File: src/rtl/arp_pkg.sv
// ----------------------------------------------------------------------------
// ARP cache package
// Shared constants, codes and the controller/datapath command and status types.
// ----------------------------------------------------------------------------
package arp_pkg;
   localparam int ENTRIES_DEFAULT = 16;
   localparam int MAX_RESULTS = 16;
   localparam int MAX_RESULTS_W = 5;

   localparam logic [1:0] OP_PACKET = 2'd0;
   localparam logic [1:0] OP_LOOKUP = 2'd1;
   localparam logic [1:0] OP_TICK   = 2'd2;

   localparam logic [1:0] KIND_NONE    = 2'd0;
   localparam logic [1:0] KIND_ANSWER  = 2'd1;
   localparam logic [1:0] KIND_REPLY   = 2'd2;
   localparam logic [1:0] KIND_REQUEST = 2'd3;

   localparam logic [2:0] CSR_MY_IP        = 3'd0;
   localparam logic [2:0] CSR_ENTRY_LIFE   = 3'd1;
   localparam logic [2:0] CSR_REQUEST_LIFE = 3'd2;
   localparam logic [2:0] CSR_REFRESH_WIN  = 3'd3;
   localparam logic [2:0] CSR_IN_USE_THR   = 3'd4;

   localparam logic [47:0] BROADCAST_MAC = 48'hFFFF_FFFF_FFFF;
   localparam logic [7:0]  USE_FULL      = 8'hFF;
   localparam logic [7:0]  LIFE_MAX      = 8'd255;
   localparam logic [15:0] HTYPE_ETH     = 16'h0001;
   localparam logic [15:0] PTYPE_IPV4    = 16'h0800;
   localparam logic [15:0] AOP_REQUEST   = 16'h0001;

   // controller -> datapath
   typedef struct packed {
      logic load;      // capture request fields, clear scan state
      logic scan;      // examine slot at scan index
      logic learn;     // write learned entry to chosen slot
      logic claim;     // write pending entry to chosen slot
      logic hit_use;   // set use timer of hit slot
      logic tick;      // age slot at scan index
      logic next;      // advance scan index
   } cmd_type;

   // datapath -> controller
   typedef struct packed {
      logic       scan_last;   // scan index is at last slot
      logic       pkt_ok;      // packet passes checks
      logic       is_req;      // packet is an ARP request
      logic       match;       // some slot matched during scan
      logic       match_done;  // match done at or before current index
      logic       emit_tick;   // current slot emits on tick
   } sts_type;
endpackage

File: src/rtl/arp_datapath.sv
// ----------------------------------------------------------------------------
// ARP cache datapath
// Slot table, request capture, slot scan with match and victim search.
// ----------------------------------------------------------------------------
module arp_datapath import arp_pkg::*; #(
   parameter int ENTRIES = ENTRIES_DEFAULT,
   localparam int IW = $clog2(ENTRIES)
) (
   input  logic          clock,
   input  logic          reset,
   input  cmd_type       cmd,
   output sts_type       sts,
   input  logic [1:0]    req_opcode,
   input  logic [31:0]   req_peer_ip,
   input  logic [47:0]   req_sender_mac,
   input  logic [31:0]   req_target_ip,
   input  logic [15:0]   req_hw_type,
   input  logic [15:0]   req_proto_type,
   input  logic [15:0]   req_arp_opcode,
   input  logic          req_too_short,
   input  logic [31:0]   my_ip,
   input  logic [7:0]    entry_lifetime,
   input  logic [7:0]    request_lifetime,
   input  logic [7:0]    refresh_window,
   input  logic [7:0]    in_use_threshold,
   output logic [47:0]   ans_mac,
   output logic [31:0]   peer_ip,
   output logic [47:0]   peer_mac,
   output logic [31:0]   scan_ip
);
   logic [31:0] ip_ff    [ENTRIES];
   logic [47:0] mac_ff   [ENTRIES];
   logic        cmp_ff   [ENTRIES];
   logic [7:0]  exp_ff   [ENTRIES];
   logic [7:0]  use_ff   [ENTRIES];

   logic [31:0] peer_ff;
   logic [47:0] smac_ff;
   logic        ok_ff, isreq_ff;
   logic [1:0]  op_ff;
   logic [IW-1:0] idx_ff;
   logic        match_ff, found_ff, zero_ff;
   logic [IW-1:0] hit_ff, vic_ff;
   logic [7:0]  low_ff;
   logic [47:0] ans_ff;
   logic [7:0]  e_dec, u_dec;
   logic        ipeq, live_hit, cand;
   logic [IW-1:0] tgt;

   assign ipeq = ip_ff[idx_ff] == peer_ff;
   // packet: first IP match at any expiry; lookup: needs live entry
   assign live_hit = ipeq && ((op_ff == OP_PACKET) || (exp_ff[idx_ff] != 8'd0));
   assign cand = !zero_ff && ((exp_ff[idx_ff] == 8'd0) || (exp_ff[idx_ff] < low_ff));
   assign e_dec = (exp_ff[idx_ff] != 8'd0) ? exp_ff[idx_ff] - 8'd1 : 8'd0;
   assign u_dec = (use_ff[idx_ff] != 8'd0) ? use_ff[idx_ff] - 8'd1 : 8'd0;
   assign tgt = match_ff ? hit_ff : vic_ff;

   always_ff @(posedge clock) begin
      if (reset) begin
         for (int i = 0; i < ENTRIES; i++) begin
            ip_ff[i] <= '0; mac_ff[i] <= '0; cmp_ff[i] <= 1'b0;
            exp_ff[i] <= '0; use_ff[i] <= '0;
         end
         idx_ff <= '0; match_ff <= 1'b0; zero_ff <= 1'b0;
      end else begin
         if (cmd.load) begin
            peer_ff  <= req_peer_ip;
            smac_ff  <= req_sender_mac;
            op_ff    <= req_opcode;
            ok_ff    <= !req_too_short && req_hw_type == HTYPE_ETH &&
                        req_proto_type == PTYPE_IPV4 && req_target_ip == my_ip;
            isreq_ff <= req_arp_opcode == AOP_REQUEST;
            idx_ff   <= '0;
            match_ff <= 1'b0;
            zero_ff  <= 1'b0;
            low_ff   <= LIFE_MAX;
            vic_ff   <= '0;
            ans_ff   <= BROADCAST_MAC;
         end
         if (cmd.scan) begin
            if (!match_ff && live_hit) begin
               match_ff <= 1'b1;
               hit_ff   <= idx_ff;
               if (cmp_ff[idx_ff]) ans_ff <= mac_ff[idx_ff];
            end
            if (cand) begin
               vic_ff <= idx_ff;
               low_ff <= exp_ff[idx_ff];
               if (exp_ff[idx_ff] == 8'd0) zero_ff <= 1'b1;
            end
         end
         if (cmd.tick) begin
            exp_ff[idx_ff] <= e_dec;
            use_ff[idx_ff] <= u_dec;
         end
         if (cmd.learn) begin
            ip_ff[tgt]  <= peer_ff;
            cmp_ff[tgt] <= 1'b1;
            mac_ff[tgt] <= smac_ff;
            exp_ff[tgt] <= entry_lifetime;
         end
         if (cmd.claim) begin
            ip_ff[vic_ff]  <= peer_ff;
            cmp_ff[vic_ff] <= 1'b0;
            exp_ff[vic_ff] <= request_lifetime;
         end
         if (cmd.hit_use && cmp_ff[hit_ff]) use_ff[hit_ff] <= USE_FULL;
         if (cmd.next) idx_ff <= idx_ff + 1'b1;
      end
   end

   assign sts.scan_last  = idx_ff == IW'(ENTRIES - 1);
   assign sts.pkt_ok     = ok_ff;
   assign sts.is_req     = isreq_ff;
   assign sts.match      = match_ff;
   assign sts.match_done = match_ff || live_hit;
   assign sts.emit_tick  = (e_dec != 8'd0 && !cmp_ff[idx_ff]) ||
                           (cmp_ff[idx_ff] && e_dec < refresh_window &&
                            u_dec > in_use_threshold);
   assign ans_mac  = ans_ff;
   assign peer_ip  = peer_ff;
   assign peer_mac = smac_ff;
   assign scan_ip  = ip_ff[idx_ff];
endmodule

File: src/rtl/arp_ctrl.sv
// ----------------------------------------------------------------------------
// ARP cache controller
// Sequences scan, update and result emission for each request.
// ----------------------------------------------------------------------------
module arp_ctrl import arp_pkg::*; (
   input  logic        clock,
   input  logic        reset,
   input  logic        start,
   input  logic [1:0]  opcode,
   output logic        busy,
   output cmd_type     cmd,
   input  sts_type     sts,
   input  logic [47:0] ans_mac,
   input  logic [31:0] peer_ip,
   input  logic [47:0] peer_mac,
   input  logic [31:0] scan_ip,
   output logic        rsp_valid,
   output logic [1:0]  rsp_kind,
   output logic [47:0] rsp_dest_mac,
   output logic [31:0] rsp_result_ip,
   output logic        rsp_last
);
   localparam logic [2:0] S_IDLE = 3'd0, S_SCAN = 3'd1, S_UPD = 3'd2,
                          S_ANS = 3'd3, S_TICK = 3'd4, S_NONE = 3'd5;
   logic [2:0] state_ff, state_in;
   logic [1:0] op_ff;
   logic [MAX_RESULTS_W-1:0] cnt_ff, cnt_in;
   // one pending tick result is held back so its last flag is known
   logic        pend_ff, pend_in;
   logic [31:0] pip_ff, pip_in;
   logic        v_in, l_in;
   logic [1:0]  k_in;
   logic [47:0] m_in;
   logic [31:0] i_in;
   logic        emit_now;

   assign busy = state_ff != S_IDLE;
   assign emit_now = sts.emit_tick && cnt_ff != MAX_RESULTS_W'(MAX_RESULTS);

   always_comb begin
      state_in = state_ff; cnt_in = cnt_ff; pend_in = pend_ff; pip_in = pip_ff;
      cmd = '0; v_in = 1'b0; k_in = KIND_NONE; m_in = '0; i_in = '0; l_in = 1'b0;
      unique case (state_ff)
         S_IDLE: if (start) begin
            cmd.load = 1'b1; cnt_in = '0; pend_in = 1'b0;
            state_in = (opcode == OP_TICK) ? S_TICK :
                       (opcode == OP_PACKET || opcode == OP_LOOKUP) ? S_SCAN : S_NONE;
         end
         S_SCAN: begin
            cmd.scan = 1'b1;
            if (op_ff == OP_PACKET && !sts.pkt_ok) state_in = S_NONE;
            else if (sts.scan_last || (op_ff == OP_LOOKUP && sts.match_done))
               state_in = S_UPD;
            else cmd.next = 1'b1;
         end
         S_UPD: begin
            if (op_ff == OP_PACKET) begin
               cmd.learn = 1'b1;
               if (sts.is_req) begin
                  v_in = 1'b1; k_in = KIND_REPLY; m_in = peer_mac; i_in = peer_ip;
                  l_in = 1'b1; state_in = S_IDLE;
               end else state_in = S_NONE;
            end else if (sts.match) begin
               cmd.hit_use = 1'b1; state_in = S_ANS;
            end else begin
               cmd.claim = 1'b1; v_in = 1'b1; k_in = KIND_REQUEST;
               m_in = BROADCAST_MAC; i_in = peer_ip; state_in = S_ANS;
            end
         end
         S_ANS: begin
            v_in = 1'b1; k_in = KIND_ANSWER; m_in = ans_mac; i_in = peer_ip;
            l_in = 1'b1; state_in = S_IDLE;
         end
         S_TICK: begin
            cmd.tick = 1'b1; cmd.next = !sts.scan_last;
            if (emit_now) begin
               if (pend_ff) begin
                  v_in = 1'b1; k_in = KIND_REQUEST; m_in = BROADCAST_MAC; i_in = pip_ff;
               end
               pend_in = 1'b1; pip_in = scan_ip; cnt_in = cnt_ff + 1'b1;
            end
            if (sts.scan_last) state_in = S_NONE;
         end
         S_NONE: begin
            v_in = 1'b1; l_in = 1'b1; state_in = S_IDLE;
            if (pend_ff) begin
               k_in = KIND_REQUEST; m_in = BROADCAST_MAC; i_in = pip_ff;
            end
         end
         default: state_in = S_IDLE;
      endcase
   end

   always_ff @(posedge clock) begin
      if (reset) begin
         state_ff <= S_IDLE; rsp_valid <= 1'b0; cnt_ff <= '0; pend_ff <= 1'b0;
      end else begin
         state_ff <= state_in; rsp_valid <= v_in; cnt_ff <= cnt_in; pend_ff <= pend_in;
      end
      pip_ff <= pip_in;
      if (state_ff == S_IDLE && start) op_ff <= opcode;
      rsp_kind <= k_in; rsp_dest_mac <= m_in; rsp_result_ip <= i_in; rsp_last <= l_in;
   end
endmodule

File: src/rtl/arp_cache_engine_top.sv
// ----------------------------------------------------------------------------
// ARP cache engine
// Slot-scanning ARP cache: packet learning, lookups and aging on each tick request.
// ----------------------------------------------------------------------------
// Usage:
//  - Pulse start with req_* fields while busy is low; the request is taken
//    at that edge. busy stays high until the last result has been issued.
//  - Results appear on rsp_* for one cycle each, marked by rsp_valid;
//    rsp_last flags the final result of a request. The receiver cannot stall.
//  - Packet, lookup and tick requests scan the slot table one slot per cycle
//    (sequential scan through a single compare/age unit in the datapath).
//  - Packet: scans every slot unless dropped, then learns. Lookup: hit stops
//    early, miss scans all ENTRIES slots, then the results follow. Tick: one
//    slot aged per cycle; each result is held back until the next is known.
//  - Dropped packets, reply packets, quiet ticks and opcode 3 give a single
//    kind-0 result.
//  - CSR writes (csr_valid/csr_ready) are accepted every cycle; write only
//    while idle. Unknown indexes are ignored.
//  - Reset (synchronous) clears the slot table and loads CSR defaults.
// ----------------------------------------------------------------------------
module arp_cache_engine_top import arp_pkg::*; #(
   parameter int ENTRIES = ENTRIES_DEFAULT
) (
   input  logic        clock,
   input  logic        reset,
   input  logic        start,
   output logic        busy,
   input  logic [1:0]  req_opcode,
   input  logic [31:0] req_peer_ip,
   input  logic [47:0] req_sender_mac,
   input  logic [31:0] req_target_ip,
   input  logic [15:0] req_hw_type,
   input  logic [15:0] req_proto_type,
   input  logic [15:0] req_arp_opcode,
   input  logic        req_too_short,
   output logic        rsp_valid,
   output logic [1:0]  rsp_kind,
   output logic [47:0] rsp_dest_mac,
   output logic [31:0] rsp_result_ip,
   output logic        rsp_last,
   input  logic        csr_valid,
   output logic        csr_ready,
   input  logic [2:0]  csr_index,
   input  logic [31:0] csr_wdata
);
   logic [31:0] my_ip_ff;
   logic [7:0]  elife_ff, rlife_ff, rwin_ff, thr_ff;
   cmd_type     cmd;
   sts_type     sts;
   logic [47:0] ans_mac, peer_mac;
   logic [31:0] peer_ip, scan_ip;

   assign csr_ready = 1'b1;

   // configuration registers
   always_ff @(posedge clock) begin
      if (reset) begin
         my_ip_ff <= '0; elife_ff <= 8'd255; rlife_ff <= 8'd10;
         rwin_ff <= 8'd10; thr_ff <= 8'd220;
      end else if (csr_valid) begin
         unique case (csr_index)
            CSR_MY_IP:        my_ip_ff <= csr_wdata;
            CSR_ENTRY_LIFE:   elife_ff <= csr_wdata[7:0];
            CSR_REQUEST_LIFE: rlife_ff <= csr_wdata[7:0];
            CSR_REFRESH_WIN:  rwin_ff  <= csr_wdata[7:0];
            CSR_IN_USE_THR:   thr_ff   <= csr_wdata[7:0];
            default: ;
         endcase
      end
   end

   arp_datapath #(.ENTRIES(ENTRIES)) u_dp (
      .clock, .reset, .cmd, .sts,
      .req_opcode, .req_peer_ip, .req_sender_mac, .req_target_ip,
      .req_hw_type, .req_proto_type, .req_arp_opcode, .req_too_short,
      .my_ip(my_ip_ff), .entry_lifetime(elife_ff), .request_lifetime(rlife_ff),
      .refresh_window(rwin_ff), .in_use_threshold(thr_ff),
      .ans_mac, .peer_ip, .peer_mac, .scan_ip
   );

   arp_ctrl u_ctrl (
      .clock, .reset, .start, .opcode(req_opcode), .busy, .cmd, .sts,
      .ans_mac, .peer_ip, .peer_mac, .scan_ip,
      .rsp_valid, .rsp_kind, .rsp_dest_mac, .rsp_result_ip, .rsp_last
   );

   // busy drops in the cycle the final result is on the ports
   a_last_before_idle: assert property (@(posedge clock) disable iff (reset)
      $fell(busy) |-> rsp_valid && rsp_last)
      else $error("busy dropped without final result");
   // no result while idle in this cycle and the cycle before
   a_no_stray: assert property (@(posedge clock) disable iff (reset)
      (!busy && !$past(busy)) |-> !rsp_valid)
      else $error("result without request");
   // last result ends the request
   a_last_idle: assert property (@(posedge clock) disable iff (reset)
      (rsp_valid && rsp_last) |-> !busy)
      else $error("still busy after last result");
endmodule

File: config.mk
export PLATFORM = sky130hd
export DESIGN_NAME = arp_cache_engine_top
export DESIGN_NICKNAME = d
export VERILOG_FILES = /design/src/rtl/arp_pkg.sv /design/src/rtl/arp_datapath.sv /design/src/rtl/arp_ctrl.sv /design/src/rtl/arp_cache_engine_top.sv
export SDC_FILE = /design/constraint.sdc
export NUM_CORES = 2
export LEC_CHECK = 0
export BUFFER_PORTS_ARGS = -buffer_cell sky130_fd_sc_hd__buf_2
export CELL_PAD_IN_SITES_DETAIL_PLACEMENT = 0
export CELL_PAD_IN_SITES_GLOBAL_PLACEMENT = 1
export CORE_MARGIN = 10
export CORE_UTILIZATION = 40
export CTS_BUF_LIST = sky130_fd_sc_hd__clkbuf_8
export CTS_CLUSTER_DIAMETER = 80
export DETAILED_ROUTE_END_ITERATION = 10
export HOLD_SLACK_MARGIN = 0.08
export PLACE_DENSITY = 0.65
export RECOVER_POWER = 100
export SLEW_MARGIN = 20
export SYNTH_ARGS = -nofsm -noshare
export SYNTH_HDL_FRONTEND = slang
export SYNTH_SLANG_ARGS = --single-unit
File: constraint.sdc
create_clock -name clock -period 16.3 [get_ports clock]
set_input_delay 0.815 -clock clock [delete_from_list [all_inputs] [get_ports clock]]
set_output_delay 0.815 -clock clock [all_outputs]
set_load 0.1 [all_outputs]
==> flow_summary.toml <==
[placement]
post_dp_cell_area_um2 = 89700
port_buffers = 286
post-place-ws_ps = 8260
hpwl_um = 139000
place.gp.congestion = 0.804
placed_cells = 8508

[pwr]
irDropWorstVdd_mv = 0.0918
p_seq_share_pct = 46.5
power_uw = 12600
power_leakage_uw = 0.0337
comb_power_share_pct = 20.1
p_clk_share_pct = 33.5
internal_power_uw = 8720
p_per_area_nw_per_um2 = 131
p_switching_uw = 3870
swShare_pct = 30.7

[flow_run]
maxCapViolCount = 106

[clocking]
cts_buffer_depth = 4
cts_tree = "done"
cts_sinks = 1905
clk_latency_ps = 1070
cts_resized = 0
cts_max_level = 5
numCtsBuffers = 341
root_buffer = "clkbuf_8"
clkTransAtPathRegs_ps = 60
postCtsSetupRepairBufs = 0
hold_buffers = 116

[sta]
rsz0062_at_grt = "false"
slew_headroom_pct = -239
fin_crit_sh_pct = 74.9
period_needed_ps = 12210
setup_viol = 0
setup_ws_ps = 4090
fin_tns_setup_ps = 0
slew_viol_final = 3400
fin_skew_ps = 78.8
max_freq_mhz = 81.9
hold_violations = 0
max_slew.worst_pin.slew_ps = 5040

[status]
violations = "capacitance limit, slew limit"
status = "complete, but fails checks"

[yosys]
ys.flop_type = "edfxtp_1"
synth-compound-area-share_pct = 2.82
synth.distinct_cells = 80
synthMostInstantiatedCell = "edfxtp_1"
synth_xor_area_share_pct = 0.916
syn_inst = 5758
yosysWarnings = 0
synth-adder-area-share_pct = 0.427
synth_nets = 5989
synth_top_cell_area_share_pct = 61.2
synth_commonest_cells = "edfxtp_1 (1,734), and2_1 (1,289), mux4_2 (412)"
synth-edff-count = 1734
synth_top_family_by_area = "simple AND/OR/NAND/NOR gates"
ys_ff_latch = 1905
syn-cell-area_um2 = 85100
seq_area_frac_synth_pct = 65.2
synth_top_area_cell = "edfxtp_1"
synthMuxAreaShare_pct = 13.7
synth.area.top_cells = "edfxtp_1 (61%), mux4_2 (11%), and2_1 (9.5%)"
async_flop_share_pct = 0
synthSimpleGateAreaFrac_pct = 14.2
avgSynthCellArea_um2 = 14.8

[die]
start_util_pct = 40.1
io_pins = 288
die-height_um = 481
die_w_um = 481
rows = 169
fp.dieArea_um2 = 231000
coreArea_um2 = 212000

[cells_and_area]
fin_cells = 9232
nNetsFinal = 6380
area.growth.synth_to_final_pct = 13.2
drive_above_1_share_pct = 18.3
design_area_um2 = 96300

[route]
drt_iter0_markers = 5138
detail_route.first_pass.iterations = 5
wirelength_um = 261000
vias_per_cell = 5.50
ant_nets = 0
wl_per_cell_um = 28.3
drc = 0
vias = 50800

[worst_setup_path]
cp.arrival_ps = 12780
criticalPathCategory = "input pin to register"
critPathLaunchType = "input pin"
end_kind = "register"
crit_required_ps = 16870
cp_max_fo = 78

[global_routing]
grt_max_degree = 117
grt_pass1_wl_um = 378000
grt_pass1_vias = 52500
antenna_found_initial = 18
grt_use_total_pct = 22.2
grt-ovfl-total = 0

[worst_hold_path]
min_path_type = "input pin to register"
## cells by family (layout without fill, tap and decap cells)
| family | after synthesis | in the layout |
|---|---|---|
| compound gates | 359 | 359 |
| xor+xnor | 89 | 89 |
| fa+ha+maj | 29 | 29 |
| buf+inv | 532 | 1172 |
| flops | 1905 | 1905 |
| mux | 642 | 642 |
| other cells | 1 | 14 |
| simple gates | 2201 | 2201 |
## metal layers
layer	global-route usage, %	vias up	wire, um
met5	0	-	13
li1	-	21900	-
met4	6.27	2	7290
met1	30.4	26300	109000
met2	36.6	2109	127000
met3	3.61	460	17800
## critical path: stages
cell	delay (ps)
clkbuf_1	650
clkinvlp_2	2690
nand3_1	1410
nor2_1	660
nand2_1	350
o21ai_0	3780
clkbuf_1	2340
## final timing paths
| path | from | depth (start not counted) | to | slack [ps] |
|---|---|---|---|---|
| setup reg to reg | register | 14 | u_dp.ans_mac[17] | 4400 |
| hold / removal | start | 4 | u_ctrl.state_ff[2] | 240 |
| hold reg to reg | rwin_ff[5] | 2 | rwin_ff[5] | 450 |
| setup / recovery | reset | 7 | u_dp.mac_ff[4][35] | 4090 |
## final cells by class
cell class | instances | area [um^2]
diodes | 13 | 32.5
clock buffers | 370 | 5090
clock inverters | 222 | 1120
fillers | 19000 | 116000
inverters | 51 | 200
multi-input cells | 3321 | 27700
flip-flops and latches | 1905 | 55500
well taps | 2821 | 3530
repair buffers | 529 | 3130
## metrics by stage
stage / hold slack [ps] / util (%)
3_5_place_dp: 451 / 42.3
5_1_grt: 224 / 45.4
3_3_place_gp: 445 / 42.3
4_1_cts: 179 / 45.8
2_1_floorplan: 432 / -
6_report: 245 / 45.4
## power groups by stage
stage / combinational, uW / sequential, uW / clock [uW]
5_1_grt: 2690 / 5890 / 4500
6_report: 2520 / 5850 / 4210
3_3_place_gp: 2550 / 5920 / 0
4_1_cts: 2590 / 5830 / 4290
2_1_floorplan: 1650 / 5990 / 0
3_5_place_dp: 2560 / 5930 / 0
## placed cells by master (no fill, tap or decap), types with 77 or more instances in the layout
master / synthesis / final
mux4_2: 412 / 412
a22oi_1: 78 / 77
mux2i_1: 154 / 154
clkbuf_8: 0 / 370
and2_1: 1289 / 604
nor2_1: 381 / 363
a21oi_1: 81 / 79
inv_1: 48 / 165
nand2_1: 296 / 295
clkbuf_1: 361 / 197
and2_0: 1 / 686
edfxtp_1: 1734 / 1734
buf_2: 44 / 178
dfxtp_1: 171 / 170
dlygate4sd3_1: 0 / 116
## sequential cells by signal, indices dropped and copies added (netlist names), 5 cells and up, named ones only
| register | cells |
|---|---|
| u_ctrl.pip_ff | 32 |
| u_dp.use_ff | 128 |
| u_dp.mac_ff | 768 |
| thr_ff | 8 |
| u_dp.ip_ff | 512 |
| u_dp.cmp_ff | 16 |
| u_dp.low_ff | 8 |
| u_ctrl.cnt_ff | 5 |
| rwin_ff | 8 |
| u_dp.ans_mac | 48 |
| u_ctrl.rsp_result_ip | 32 |
| elife_ff | 8 |
| u_ctrl.rsp_dest_mac | 48 |
| u_dp.peer_mac | 48 |
| rlife_ff | 8 |
| my_ip_ff | 32 |
| u_dp.peer_ip | 32 |
| u_dp.exp_ff | 128 |
(Power assumes the default switching activity.)
